### config.mk
export PLATFORM = sky130hd
export DESIGN_NAME = min_priority_queue_scan_core
export DESIGN_NICKNAME = d
export VERILOG_FILES = /design/src/rtl/mpqs_pkg.sv /design/src/rtl/mpqs_ram.sv /design/src/rtl/mpqs_ctrl.sv /design/src/rtl/mpqs_dpath.sv /design/src/rtl/min_priority_queue_scan_core.sv
export SDC_FILE = /design/constraint.sdc
export NUM_CORES = 1
export LEC_CHECK = 0
export BUFFER_PORTS_ARGS = -buffer_cell sky130_fd_sc_hd__buf_2
export CORE_ASPECT_RATIO = 1.5
export CORE_MARGIN = 2
export CORE_UTILIZATION = 60
export DETAILED_ROUTE_END_ITERATION = 12
export GPL_TIMING_DRIVEN = 0
export PLACE_DENSITY_LB_ADDON = 0.3
export SYNTH_ARGS = -nofsm -noshare
export SYNTH_HDL_FRONTEND = slang
export SYNTH_SLANG_ARGS = --single-unit
### constraint.sdc
create_clock -name clk -period 6.2 [get_ports clk]
set_clock_uncertainty 0.05 [all_clocks]
set_input_delay 0.31 -clock clk [delete_from_list [all_inputs] [get_ports clk]]
set_output_delay 0.31 -clock clk [all_outputs]
set_load 0.05 [all_outputs]
### src/rtl/mpqs_pkg.sv
// Shared types and constants of the minimum-priority queue scan core.
// Used by the controller, the datapath and the top level; no dependencies.
`timescale 1ns / 1ps

package mpqs_pkg;

  localparam int DATA_W    = 32;
  localparam int OCC_W     = 5;
  localparam int DEPTH_DEF = 16;

  // Operation kinds on the input channel
  localparam logic KIND_ENQ = 1'b0;
  localparam logic KIND_DEQ = 1'b1;

  // Result status codes
  localparam logic [1:0] STAT_ENQUEUED = 2'd0;
  localparam logic [1:0] STAT_DEQUEUED = 2'd1;
  localparam logic [1:0] STAT_EMPTY    = 2'd2;
  localparam logic [1:0] STAT_FULL     = 2'd3;

  // Commands from the controller to the datapath
  typedef struct packed {
    logic accept;     // input transfer taken this cycle
    logic scan_rd;    // issue one read of the minimum search
    logic best_take;  // search finished: latch winner, set up the shift
    logic shift_rd;   // issue one read of the close-up shift
    logic dec_count;  // one entry has left the store
    logic out_load;   // move the result into the output register
  } mpqs_cmd_t;

  // Status from the datapath to the controller
  typedef struct packed {
    logic empty;      // no stored entries
    logic rd_last;    // read pointer sits on the newest stored entry
    logic no_shift;   // winner is the newest entry, nothing to close up
    logic out_free;   // output register can take a result this cycle
  } mpqs_stat_t;

endpackage

### src/rtl/mpqs_ram.sv
// Generic simple dual-port RAM: one write port, one read port, registered read.
// No dependencies.
`timescale 1ns / 1ps

module mpqs_ram #(
  parameter int WIDTH = 64,
  parameter int DEPTH = 16
) (
  input  logic                     clk,
  input  logic                     we,
  input  logic [$clog2(DEPTH)-1:0] waddr,
  input  logic [WIDTH-1:0]         wdata,
  input  logic [$clog2(DEPTH)-1:0] raddr,
  output logic [WIDTH-1:0]         rdata
);

  logic [WIDTH-1:0] mem [DEPTH];
  logic [WIDTH-1:0] rdata_r;

  always_ff @(posedge clk) begin
    if (we) begin
      mem[waddr] <= wdata;
    end
    rdata_r <= mem[raddr];
  end

  assign rdata = rdata_r;

endmodule

### src/rtl/mpqs_ctrl.sv
// Sequencing controller of the minimum-priority queue scan core.
// Depends on mpqs_pkg for the command and status structs and the kind codes.
`timescale 1ns / 1ps

module mpqs_ctrl
  import mpqs_pkg::*;
(
  input  logic       clk,
  input  logic       rst_n,
  input  logic       in_valid,
  input  logic       in_kind,
  output logic       in_ready,
  input  mpqs_stat_t stat,
  output mpqs_cmd_t  cmd
);

  localparam logic [2:0] S_IDLE      = 3'd0;
  localparam logic [2:0] S_SCAN      = 3'd1;
  localparam logic [2:0] S_SCAN_END  = 3'd2;
  localparam logic [2:0] S_TAKE      = 3'd3;
  localparam logic [2:0] S_SHIFT     = 3'd4;
  localparam logic [2:0] S_SHIFT_END = 3'd5;
  localparam logic [2:0] S_RESP      = 3'd6;

  logic [2:0] state_r;
  logic [2:0] state_nxt;

  // Next state and command decode
  always_comb begin
    state_nxt = state_r;
    cmd       = '0;
    in_ready  = 1'b0;
    case (state_r)
      S_IDLE: begin
        in_ready = 1'b1;
        if (in_valid) begin
          cmd.accept = 1'b1;
          if (in_kind == KIND_DEQ && !stat.empty) begin
            state_nxt = S_SCAN;
          end else begin
            state_nxt = S_RESP;
          end
        end
      end
      S_SCAN: begin
        cmd.scan_rd = 1'b1;
        if (stat.rd_last) begin
          state_nxt = S_SCAN_END;
        end
      end
      // last compare lands in the best registers
      S_SCAN_END: begin
        state_nxt = S_TAKE;
      end
      S_TAKE: begin
        cmd.best_take = 1'b1;
        if (stat.no_shift) begin
          cmd.dec_count = 1'b1;
          state_nxt     = S_RESP;
        end else begin
          state_nxt = S_SHIFT;
        end
      end
      S_SHIFT: begin
        cmd.shift_rd = 1'b1;
        if (stat.rd_last) begin
          state_nxt = S_SHIFT_END;
        end
      end
      // final shifted write completes here
      S_SHIFT_END: begin
        cmd.dec_count = 1'b1;
        state_nxt     = S_RESP;
      end
      S_RESP: begin
        if (stat.out_free) begin
          cmd.out_load = 1'b1;
          state_nxt    = S_IDLE;
        end
      end
      default: begin
        state_nxt = S_IDLE;
      end
    endcase
  end

  always_ff @(posedge clk) begin
    if (!rst_n) begin
      state_r <= S_IDLE;
    end else begin
      state_r <= state_nxt;
    end
  end

endmodule

### src/rtl/mpqs_dpath.sv
// Datapath of the minimum-priority queue scan core: entry store, scan and
// shift pointers, best-entry registers and the output register.
// Depends on mpqs_pkg and mpqs_ram.
`timescale 1ns / 1ps

module mpqs_dpath
  import mpqs_pkg::*;
#(
  parameter int DEPTH = DEPTH_DEF
) (
  input  logic              clk,
  input  logic              rst_n,
  input  mpqs_cmd_t         cmd,
  output mpqs_stat_t        stat,
  input  logic              in_kind,
  input  logic [DATA_W-1:0] in_data,
  input  logic [DATA_W-1:0] in_prio,
  output logic              out_valid,
  input  logic              out_ready,
  output logic [1:0]        out_status,
  output logic [DATA_W-1:0] out_data,
  output logic [DATA_W-1:0] out_prio,
  output logic [OCC_W-1:0]  out_occ
);

  localparam int AW = $clog2(DEPTH);
  localparam int CW = $clog2(DEPTH + 1);
  localparam int RW = 2 * DATA_W;

  logic [CW-1:0]     count_r;
  logic [CW-1:0]     rd_ptr_r;
  logic              cmp_vld_r;
  logic [AW-1:0]     cmp_idx_r;
  logic [AW-1:0]     best_idx_r;
  logic [DATA_W-1:0] best_data_r;
  logic [DATA_W-1:0] best_prio_r;
  logic              wr_pend_r;
  logic [AW-1:0]     wr_addr_r;
  logic [1:0]        res_status_r;
  logic [DATA_W-1:0] res_data_r;
  logic [DATA_W-1:0] res_prio_r;
  logic              out_valid_r;
  logic [1:0]        out_status_r;
  logic [DATA_W-1:0] out_data_r;
  logic [DATA_W-1:0] out_prio_r;
  logic [OCC_W-1:0]  out_occ_r;

  logic              full;
  logic              enq_wr;
  logic              ram_we;
  logic [AW-1:0]     ram_waddr;
  logic [RW-1:0]     ram_wdata;
  logic [RW-1:0]     ram_rdata;
  logic [DATA_W-1:0] rd_data;
  logic [DATA_W-1:0] rd_prio;
  logic              take_new;
  logic [CW-1:0]     after_best;
  logic [CW+OCC_W-1:0] occ_ext;

  assign full    = (count_r == CW'(DEPTH));
  assign enq_wr  = cmd.accept && (in_kind == KIND_ENQ) && !full;
  assign rd_data = ram_rdata[DATA_W-1:0];
  assign rd_prio = ram_rdata[RW-1:DATA_W];

  // Write port: shift write-back has the port, otherwise the new entry
  assign ram_we    = wr_pend_r || enq_wr;
  assign ram_waddr = wr_pend_r ? wr_addr_r : count_r[AW-1:0];
  assign ram_wdata = wr_pend_r ? ram_rdata : {in_prio, in_data};

  mpqs_ram #(
    .WIDTH(RW),
    .DEPTH(DEPTH)
  ) u_store (
    .clk  (clk),
    .we   (ram_we),
    .waddr(ram_waddr),
    .wdata(ram_wdata),
    .raddr(rd_ptr_r[AW-1:0]),
    .rdata(ram_rdata)
  );

  // Signed compare; on a tie the higher slot (newer entry) wins
  assign take_new   = (cmp_idx_r == '0) || ($signed(rd_prio) <= $signed(best_prio_r));
  assign after_best = CW'(best_idx_r) + CW'(1);

  assign stat.empty    = (count_r == '0);
  assign stat.rd_last  = (rd_ptr_r == count_r - CW'(1));
  assign stat.no_shift = (after_best == count_r);
  assign stat.out_free = !out_valid_r || out_ready;

  assign occ_ext = (CW + OCC_W)'(count_r);

  // Control registers
  always_ff @(posedge clk) begin
    if (!rst_n) begin
      count_r     <= '0;
      cmp_vld_r   <= 1'b0;
      wr_pend_r   <= 1'b0;
      out_valid_r <= 1'b0;
    end else begin
      if (enq_wr) begin
        count_r <= count_r + CW'(1);
      end else if (cmd.dec_count) begin
        count_r <= count_r - CW'(1);
      end
      cmp_vld_r <= cmd.scan_rd;
      wr_pend_r <= cmd.shift_rd;
      if (cmd.out_load) begin
        out_valid_r <= 1'b1;
      end else if (out_ready) begin
        out_valid_r <= 1'b0;
      end
    end
  end

  // Pointers, search registers and result payload
  always_ff @(posedge clk) begin
    if (cmd.accept) begin
      rd_ptr_r <= '0;
    end else if (cmd.best_take) begin
      rd_ptr_r <= after_best;
    end else if (cmd.scan_rd || cmd.shift_rd) begin
      rd_ptr_r <= rd_ptr_r + CW'(1);
    end
    cmp_idx_r <= rd_ptr_r[AW-1:0];
    wr_addr_r <= rd_ptr_r[AW-1:0] - AW'(1);

    if (cmp_vld_r && take_new) begin
      best_idx_r  <= cmp_idx_r;
      best_data_r <= rd_data;
      best_prio_r <= rd_prio;
    end

    // result: status chosen at the transfer, winner latched after the search
    if (cmd.accept) begin
      res_data_r <= '0;
      res_prio_r <= '0;
      if (in_kind == KIND_ENQ) begin
        res_status_r <= full ? STAT_FULL : STAT_ENQUEUED;
      end else begin
        res_status_r <= stat.empty ? STAT_EMPTY : STAT_DEQUEUED;
      end
    end else if (cmd.best_take) begin
      res_data_r <= best_data_r;
      res_prio_r <= best_prio_r;
    end

    if (cmd.out_load) begin
      out_status_r <= res_status_r;
      out_data_r   <= res_data_r;
      out_prio_r   <= res_prio_r;
      out_occ_r    <= occ_ext[OCC_W-1:0];
    end
  end

  assign out_valid  = out_valid_r;
  assign out_status = out_status_r;
  assign out_data   = out_data_r;
  assign out_prio   = out_prio_r;
  assign out_occ    = out_occ_r;

endmodule

### src/rtl/min_priority_queue_scan_core.sv
// Minimum-priority queue scan core: bounded store of (data, priority) pairs.
// Usage:
//   Input transfer: in_tuser is the kind (0 enqueue, 1 dequeue), in_tdata
//   carries data and priority. Every input transfer gives one result transfer:
//   out_tuser is the status (0 enqueued, 1 dequeued, 2 empty, 3 full and
//   dropped), out_tdata the removed entry (zero unless dequeued) and the
//   occupancy after the operation.
//   An enqueue, a dropped enqueue or a dequeue on an empty store goes from
//   the input transfer straight to its result. A dequeue with N entries
//   stored and the winner in slot B (0 oldest) first walks all N entries
//   for the minimum, one store read per cycle, then, unless B is N - 1,
//   closes the gap behind the winner with one read-write per cycle before
//   its result. The single store read port sets both rates.
//   One item is worked on at a time; in_tready is high only while idle.
//   A result waits in the output register while out_tready is low; the next
//   item is still taken and held complete until the register frees.
//   Ties go to the most recently enqueued entry. Priorities compare signed.
//   Reset (rst_n low, synchronous) empties the store; no clearing pass.
// Depends on mpqs_pkg, mpqs_ctrl, mpqs_dpath and mpqs_ram.
`timescale 1ns / 1ps

module min_priority_queue_scan_core
  import mpqs_pkg::*;
#(
  parameter int DEPTH = DEPTH_DEF
) (
  input  logic        clk,
  input  logic        rst_n,
  input  logic        in_tvalid,
  output logic        in_tready,
  input  logic [63:0] in_tdata,   // [31:0] data_value, [63:32] priority_value
  input  logic        in_tuser,   // [0] kind
  output logic        out_tvalid,
  input  logic        out_tready,
  output logic [71:0] out_tdata,  // [31:0] out_data, [63:32] out_priority,
                                  // [68:64] occupancy, [71:69] zero
  output logic [1:0]  out_tuser   // [1:0] status
);

  mpqs_cmd_t         cmd;
  mpqs_stat_t        stat;
  logic [DATA_W-1:0] res_data;
  logic [DATA_W-1:0] res_prio;
  logic [OCC_W-1:0]  res_occ;

  mpqs_ctrl u_ctrl (
    .clk     (clk),
    .rst_n   (rst_n),
    .in_valid(in_tvalid),
    .in_kind (in_tuser),
    .in_ready(in_tready),
    .stat    (stat),
    .cmd     (cmd)
  );

  mpqs_dpath #(
    .DEPTH(DEPTH)
  ) u_dpath (
    .clk       (clk),
    .rst_n     (rst_n),
    .cmd       (cmd),
    .stat      (stat),
    .in_kind   (in_tuser),
    .in_data   (in_tdata[31:0]),
    .in_prio   (in_tdata[63:32]),
    .out_valid (out_tvalid),
    .out_ready (out_tready),
    .out_status(out_tuser),
    .out_data  (res_data),
    .out_prio  (res_prio),
    .out_occ   (res_occ)
  );

  assign out_tdata = {3'b000, res_occ, res_prio, res_data};

endmodule
==> results of run 1 <==
[cell families after synthesis]
family | share of synthesized area (%)
buffers and inverters | 1.33
AO/OA/AOI/OAI | 1.55
AND/OR/NAND/NOR | 2.14
flip-flops | 77.5
XOR/XNOR | 0.393
multiplexers | 16.2
adder cells (fa/ha/maj) | 0.943
other | 0.00764
[cells in the mapped netlist (all sizes together) (6+ instances only)]
| master | n | area share (%) |
|---|---|---|
| edfxtp | 1165 | 71 |
| mux4 | 320 | 15 |
| dfxtp | 152 | 6.2 |
| nand2 | 143 | 1.1 |
| a21oi | 87 | 0.89 |
| clkbuf | 78 | 0.60 |
| mux2 | 65 | 1.5 |
| inv | 42 | 0.32 |
| buf | 40 | 0.42 |
| ha | 37 | 0.94 |
| nor2 | 34 | 0.26 |
| xnor2 | 13 | 0.23 |
| nand3 | 11 | 0.11 |
| nand4 | 11 | 0.14 |
| xor2 | 9 | 0.16 |
| nor3 | 7 | 0.071 |
| a21o | 6 | 0.092 |
[final cells by class]
cell class / count / area [µm²] / area share [%]
Tap cell: 1040 / 1300 / 2.31
Buffer: 118 / 497 / 0.882
Timing Repair Buffer: 198 / 1850 / 3.29
Inverter: 42 / 158 / 0.280
Sequential cell: 1317 / 38000 / 67.5
Clock buffer: 152 / 3210 / 5.70
Clock inverter: 63 / 734 / 1.30
Multi-Input combinational cell: 810 / 10500 / 18.7
Antenna cell: 2 / 5.00 / 0.00888
[sequential cells by signal (all words and copies together) (netlist names), 2 cells and up]
register and count:
u_dpath.res_data_r 32, u_dpath.res_status_r 2, u_dpath.best_prio_r 32, u_dpath.count_r 5, u_dpath.rd_ptr_r 5, u_dpath.out_status 2
u_ctrl.state_r 3, u_dpath.out_data 32, u_dpath.cmp_idx_r 4, u_dpath.res_prio_r 32, u_dpath.u_store.mem 1024, u_dpath.u_store.rdata 64
u_dpath.out_occ 5, u_dpath.best_data_r 32, u_dpath.wr_addr_r 4, u_dpath.out_prio 32, u_dpath.best_idx_r 4
[power by group]
part | switching (mW) | total (mW) | internal, mW
registers | 0.440 | 11.3 | 10.9
clock network | 3.16 | 7.47 | 4.31
logic | 3.23 | 5.59 | 2.36
[stage by stage]
| stage | total power, mW | util (%) | setup slack (ps) | setup TNS (ps) | hold WS (ps) |
|---|---|---|---|---|---|
| 2_1_floorplan | 15.1 | - | 1060 | 0 | 279 |
| 3_3_place_gp | 16.7 | 62.9 | -3490 | -3454490 | 286 |
| 3_5_place_dp | 17.0 | 64.4 | 1780 | 0 | 291 |
| 4_1_cts | 24.4 | 69.4 | 1700 | 0 | 63.4 |
| 5_1_grt | 25.1 | 69.4 | 1500 | 0 | 119 |
| 6_report | 24.4 | 69.4 | 1610 | 0 | 111 |
[worst register-to-register path, delay by kind of cell (launching register included)]
kind                   cells  cell delay [ps]
and+or+nand+nor            1              800
buffers and inverters      6             2570
DFF                        1              320
AOI/OAI and AO/OA          1              520
[path summary, 6_finish.rpt]
check | startpoint | endpoint | slack (ps) | depth (start not counted)
worst max-delay path | u_dpath.wr_pend_r | u_dpath.u_store.mem[13][35] | 1610 | 8
worst min-delay path | in_tdata[3] | u_dpath.u_store.mem[0][3] | 110 | 2
worst max register to register | u_dpath.wr_pend_r | u_dpath.u_store.mem[13][35] | 1610 | 8
worst min register to register | u_dpath.rd_ptr_r[3] | u_dpath.cmp_idx_r[3] | 310 | 0
[per-layer routing]
layer	track usage (%)	vias to the layer above
li1	-	9952
met1	36.4	12900
met2	50.4	1476
met3	4.58	258
met4	12.1	4
met5	0	-
==> impl.org, run 1 <==
** Clock network
- TritonCTS built the clock tree.
- Post-CTS setup-driven buffer insertion count :: 0
- Maximum buffer depth of the clock tree :: 3
- The clock reaches the later pin of the worst-skew pair after 700 ps.
- Buffers inserted during clock tree synthesis total between 100 and 150.
- The clock tree synthesis step divided the H-tree into 3 levels.
- # clock sinks :: between 1000 and 1500
- Hold_buf cts :: 6
- Root cell of the clock tree :: clkbuf_16
- Post-cts gate resize count :: 0
- After clock tree synthesis, the clock-pin slew on the worst setup and hold paths is 70 ps.

** GRT
- Antenna violations before repair :: 2
- First-pass GRT wire length :: between 150 and 200 mm
- Global routing consumed, over all layers together, 28.9% of the routing resources.
- After global routing the overflow that remains totals 0.
- Vias in the first global route :: 25599
- Entering global routing, the biggest net connects 38 pins.

** Yosys
- Netlist cell types :: 57
- Warning count from the yosys run :: 0
- Summing the sequential cell areas from Yosys gives roughly 77% of the chip area.
- Number of flops mapped to enable cells by yosys :: roughly 1200
- Synth Instances :: ~2300
- Synthesis inferred around 1300 register bits.
- For this run, asynchronously set or reset flops after synthesis account for 0%.
- Averaged over all synthesized cells, the footprint is 21.5 µm².
- Primary FF master, synth :: edfxtp_1
- The synthesized netlist occupies a cell area of 49100 µm².

** Worst setup path
- For the worst setup path, the data required time is 6530 ps.
- CP Class :: reg2reg
- On the critical path, the stage with the largest delay is an instance of clkbuf_1.
- Family of cells with the greatest summed delay on the critical path :: buffers and inverters
- Max Fanout on Critical Path :: 18
- STA classifies the critical path endpoint as a register.
- Count of buffer and inverter cells on the critical path :: 6
- Data arrival, critical path :: 4920 ps
- The worst setup path is launched from a register.
- Top cell by count, worst path :: buf_12
- In this design, the stage delay of the slowest critical-path cell is 930 ps.
- Traced cell by cell, the critical path runs through clkbuf_1 > clkbuf_1 > buf_1 > a31oi_1 > nor2_4 > buf_12 > buf_12 > buf_12.

** Layout
- Most frequent standard cell in the layout excluding fill and tap cells :: edfxtp_1
- Once layout is complete, the cells apart from fillers number between 3000 and 4000.
- At the end of the flow, the number of nets in the layout was 2706.
- Area growth syn-to-layout :: 14.8%
- Number of filler cells placed in the layout :: 4659
- Post-Layout Inst Area :: around 56000 µm²
- The library cells used most frequently in the layout, excluding fill and tap cells, are 1165 x edfxtp_1, 320 x mux4_2, 174 x buf_2.
- Layout cell share with drive strength beyond 1 :: slightly above 30%

** Detailed routing
- Summed over all nets, wire length on met3 after detailed routing comes to 9.70 mm.
- Routed wl met2 :: 63.1 mm
- The routed layout has 24590 vias.
- For this block, the routed nets add up to 119 mm of wire.
- Number of remaining DRC errors :: 0
- Via density :: roughly 6.6
- TritonRoute pass-1 iters :: 5
- Average detailed-routed wire length per instance :: 31.9 µm
- Routed length on met1 :: around 42 mm
- In this run the top signal layer used is met5.
- In this run, the number of DRC markers left after iteration 0 of detailed routing was about 3200.
- The detail route stage leaves a number of antenna-violating nets equal to 0.

** Floorplan
- The initial utilization of the core area, before any placement, comes to 60.5%.
- Overall die height :: 354 µm
- The floorplan has between 100 and 150 rows.
- For this design the top-level I/O count stands at 145.
- The die covers 84200 µm².
- From left edge to right edge, the die measures 238 µm.
- Floorplan core area :: just over 80000 µm²

** Place
- Once detailed placement completed, the half-perimeter wirelength came to ~74 mm.
- In this run the cell area measured after placement is 52300 µm².
- Number of I/O port buffers :: 140
- Final estimated routing congestion in global placement :: 0.810
- Cell Count Post-Placement :: 3519

** STA
- At the pin with the least slew margin, the transition time is 1390 ps.
- The number of pins with negative max-slew slack in the final report came to 0.
- Finish-stage setup viols :: 0
- Setup repair after global routing left no endpoint under its margin.
- Post-layout minimum cycle time :: 4590 ps
- The number of failing hold endpoints at the final stage is 0.
- The final critical path takes up between 70% and 80% of the cycle.
- Max_slew headroom :: 7.39%
- Achievable Freq :: 218 MHz

** Pwr
- In this run the static leakage power is 18.1 nW.
- Across the VDD grid, the largest voltage drop is 258 µV.
- Power per Cell Area :: about 430 nW/µm²

** Outcome
- The flow ran to the end, and the final reports show no timing, DRC or antenna violations.

** Min path
- Worst hold path class :: in2reg

** Flow run
- Max-cap violations in this run came to 0.
Note: power is estimated with default switching activity, not from simulation.
==> run 2, diff against run 1 <==
--- a/config.mk
+++ b/config.mk
@@ -8,7 +8,7 @@
 export BUFFER_PORTS_ARGS = -buffer_cell sky130_fd_sc_hd__buf_2
 export CORE_ASPECT_RATIO = 1.5
 export CORE_MARGIN = 2
-export CORE_UTILIZATION = 60
+export CORE_UTILIZATION = 56
 export DETAILED_ROUTE_END_ITERATION = 12
 export GPL_TIMING_DRIVEN = 0
 export PLACE_DENSITY_LB_ADDON = 0.3
==> constraint.sdc (replaced) <==
create_clock -name clk -period 3.8 [get_ports clk]
set_clock_uncertainty 0.05 [all_clocks]
set_input_delay 0.19 -clock clk [delete_from_list [all_inputs] [get_ports clk]]
set_output_delay 0.19 -clock clk [all_outputs]
set_load 0.05 [all_outputs]
==> run 2 against run 1 <==
Effect of this change:
- sequential share of layout area shrank 0.83 points
- clock-buffer cell count is the same
- core utilization shrank 4.0 points
- worst setup slack lost 1400 ps
- power grew 60%
- sequential power grew 63%
- critical endpoint is now u_dpath.best_data_r[10]
- non-clock buffer count grew 71
- fmax grew 26%
==> impl.org, run 2 (synthesis results as in run 1) <==
** Floorplan
- Overall die height :: 367 µm (+3.5%)
- Floorplan core area :: 87200 µm² (+7.4%)
- Die area :: 90100 µm² (+7.0%)
- Initial Utilization :: 56.3% (-4.2 points)
- The number of standard-cell rows in the floorplan was 133 (+3.9%).
- The die span in x came to 246 µm (+3.5%).
- Boundary pin count :: 145 (unchanged)

** Layout
- The storage element area is 38000 µm² (about the same).
- Layout cell share with drive strength beyond 1 :: 30.3% (about the same)
- The flip-flop count of the largest register after layout was 1024 (unchanged).
- Commonest cells after routing, fill and taps aside :: 1165 x edfxtp_1, 320 x mux4_2, 174 x buf_2
- The library cell used most frequently in the layout, excluding fill and tap cells, is edfxtp_1.
- Number of nets in the final layout :: 2774 (+2.5%)
- The filler cell count in the final layout came to 5569 (+20%).
- Counting flops per register, the top entry is u_dpath.u_store.mem.
- Number of diodes :: 0 (-2)
- The multi-input gate area in the final layout was 10600 µm² (about the same).
- Area growth syn-to-layout :: 16.2%

** Worst setup path
- Startpoint of the most critical setup path :: u_dpath.best_prio_r[0]
- The slack of the worst reg-to-reg path came to 170 ps (-1440 ps).
- The depth of the most critical reg-to-reg path came to 7 (-1).
- The worst setup path is captured at a register.
- The arrival time at the worst endpoint is 3960 ps (-960 ps).
- Element type at the critical path start :: register
- Required time of the worst setup path :: 4120 ps (-2410 ps)
- In this run the critical register-to-register path is captured at u_dpath.best_data_r[10].
- The critical path is of the reg2reg type.
- Reg2Reg Launch Point :: u_dpath.best_prio_r[0]
- The largest fanout on the critical path came to 40 (+22).

** Pwr
- The reported leakage power was 18.4 nW (+1.6%).
- Power per Cell Area :: 685 nW/µm² (+58%)
- The maximum VDD drop was 421 µV (+63%).

** Clock network
- Clock slew at reported path FFs :: 70 ps (about the same)
- Root cell of the clock tree :: clkbuf_16
- Clock buffer count from CTS :: 110 (-2.7%)
- Maximum buffer depth of the clock tree :: 3 (unchanged)
- # clock sinks :: 1317 (unchanged)
- Number of H-tree levels :: 3 (unchanged)
- CTS tree :: built
- Insertion delay to the later sink of the worst-skew pair :: 720 ps (+20 ps)

** Place
- The last weighted congestion value of the routability-driven placer was 0.806 (-0.57%).
- The estimated wirelength of the detail-placed design was 75.2 mm (+1.5%).
- The placement-stage worst setup slack is -481 ps (-2260 ps).
- The count of buffers from port buffering came to 140 (unchanged).

** GRT
- Vias in the first global route :: 25201 (-1.6%)
- The pin count of the biggest net entering global routing was 41 (+7.9%).
- The number of antenna violations at the first check in global routing came to 4 (+2).
- The total overflow reported by the global router was 0 (unchanged).
- The wire length of the first global-routing pass was 169 mm (-1.8%).
- The global router's overall resource usage was 26.4% (-2.4 points).

** STA
- Final worst-path cycle share :: 95.6% (+22 points)
- Worst path setup slack after routing :: 166 ps (-1440 ps)
- Max-slew violation total from the final report :: 0 (unchanged)
- Pin slew with the least headroom to its limit :: 1370 ps (-15.6 ps)
- The worst slew margin relative to its limit is 8.16% (+0.76 points).
- Worst hold slack :: 47.2 ps (-63.4 ps)
- The setup-violating endpoint count in the final report came to 0 (unchanged).
- Achievable Freq :: 275 MHz (+26%)
- Post-layout minimum cycle time :: 3630 ps (-958 ps)
- Unrepaired setup endpoints after global routing :: false
- The number of failing hold endpoints at the final stage was 0 (unchanged).

** Detailed routing
- Number of remaining DRC errors :: 0 (unchanged)
- Post-Route WL :: 117 mm (-1.9%)
- The vias per cell is 6.20 (-5.6%).
- The number of detailed-route iterations in the first pass was 5 (unchanged).
- The first-iteration detailed-routing DRC count came to 2609 (-20%).
- The number of nets still failing antenna checks after routing was 0 (unchanged).
- The detailed-route via count was 24245 (-1.4%).
- Average detailed-routed wire length per instance :: 30.0 µm (-6.1%)

** Flow run
- The max capacitance violation total is 0 (unchanged).

** Min path
- The startpoint identified for the worst hold timing path is in_tdata[51].
- The number of cells on the worst hold path is 2 (unchanged).
- Hold Path End :: u_dpath.u_store.mem[8][51]
- The tightest min-delay check is of the in2reg type.

** Outcome
- Result of the run :: finished, final reports clean
[run 2: cell count changes in the layout (fill, tap and decap cells not counted), sizes merged]
| cell | before | now |
|---|---|---|
| clkinv | 38 | 34 |
| clkinvlp | 7 | 3 |
| buf | 232 | 254 |
| clkbuf | 230 | 229 |
| dlygate4sd3 | 6 | 56 |
| bufinv | 16 | 8 |
| diode | 2 | 0 |
| inv | 44 | 51 |
[run 2: through the flow]
step                      power (mW)  cell area [µm²]  util [%]  setup TNS, ps  std cells
final                           39.1            57000      65.4              0       3909
after global routing            40.2            57000      65.4              0       3909
after CTS                       39.2            57000      65.4              0       3907
after detailed placement        27.7            52600      60.4        -116450       3630
after global placement          27.2            51300      58.8       -3032530       3574
after floorplan                 24.6            49200         -        -189640       2287
[run 2: routing by layer]
metal	vias to the layer above	wire length (µm)	global-route usage, %	part of all wire [%]
met1	12681	42300	33.5	36
met4	10	4420	10.4	3.8
li1	10097	-	-	-
met5	-	73	0	0.062
met3	255	9110	4.52	7.8
met2	1202	61300	45.6	52
[run 2: timing repair]
item / 4_1_cts / 5_1_grt
buffers inserted: 16 / 2
gates resized for setup: 1 / 3
pin swaps: 13 / 2
endpoints found under the hold margin: 797 / 0
hold buffers: 56 / 0
endpoints found under the setup margin: 706 / 166
[run 2: critical path: stages, from the launching register on]
cell and delay [ps]:
edfxtp_1 500, ha_1 340, nand4_1 220, nor4_1 770, a21oi_1 210, or3b_2 240, and4_4 570, buf_16 320
[run 2: how the worst max path moves through the flow]
stage                                       end  slack (ps)
floorplan             u_dpath.u_store.mem[6][0]        -310
finish                  u_dpath.best_data_r[10]         170
CTS                  u_dpath.u_store.mem[5][30]           3
global route         u_dpath.u_store.mem[2][30]          90
detailed placement  u_dpath.u_store.mem[10][26]        -480
global placement     u_dpath.u_store.mem[2][26]       -3530
[run 2: where the power goes]
part	switching, mW	leakage (nW)	internal (mW)
Combinational	5.20	4.79	3.91
Sequential	0.667	11.8	17.7
Clock	5.09	1.83	6.45
[run 2: area by class of cell]
type                            instances  area share [%]
Sequential cell                      1317            66.7
Multi-Input combinational cell        810            18.5
Clock buffer                          152            5.61
Timing Repair Buffer                  270            4.66
Tap cell                             1147            2.52
Clock inverter                         54           0.897
Buffer                                117           0.869
Inverter                               42           0.276
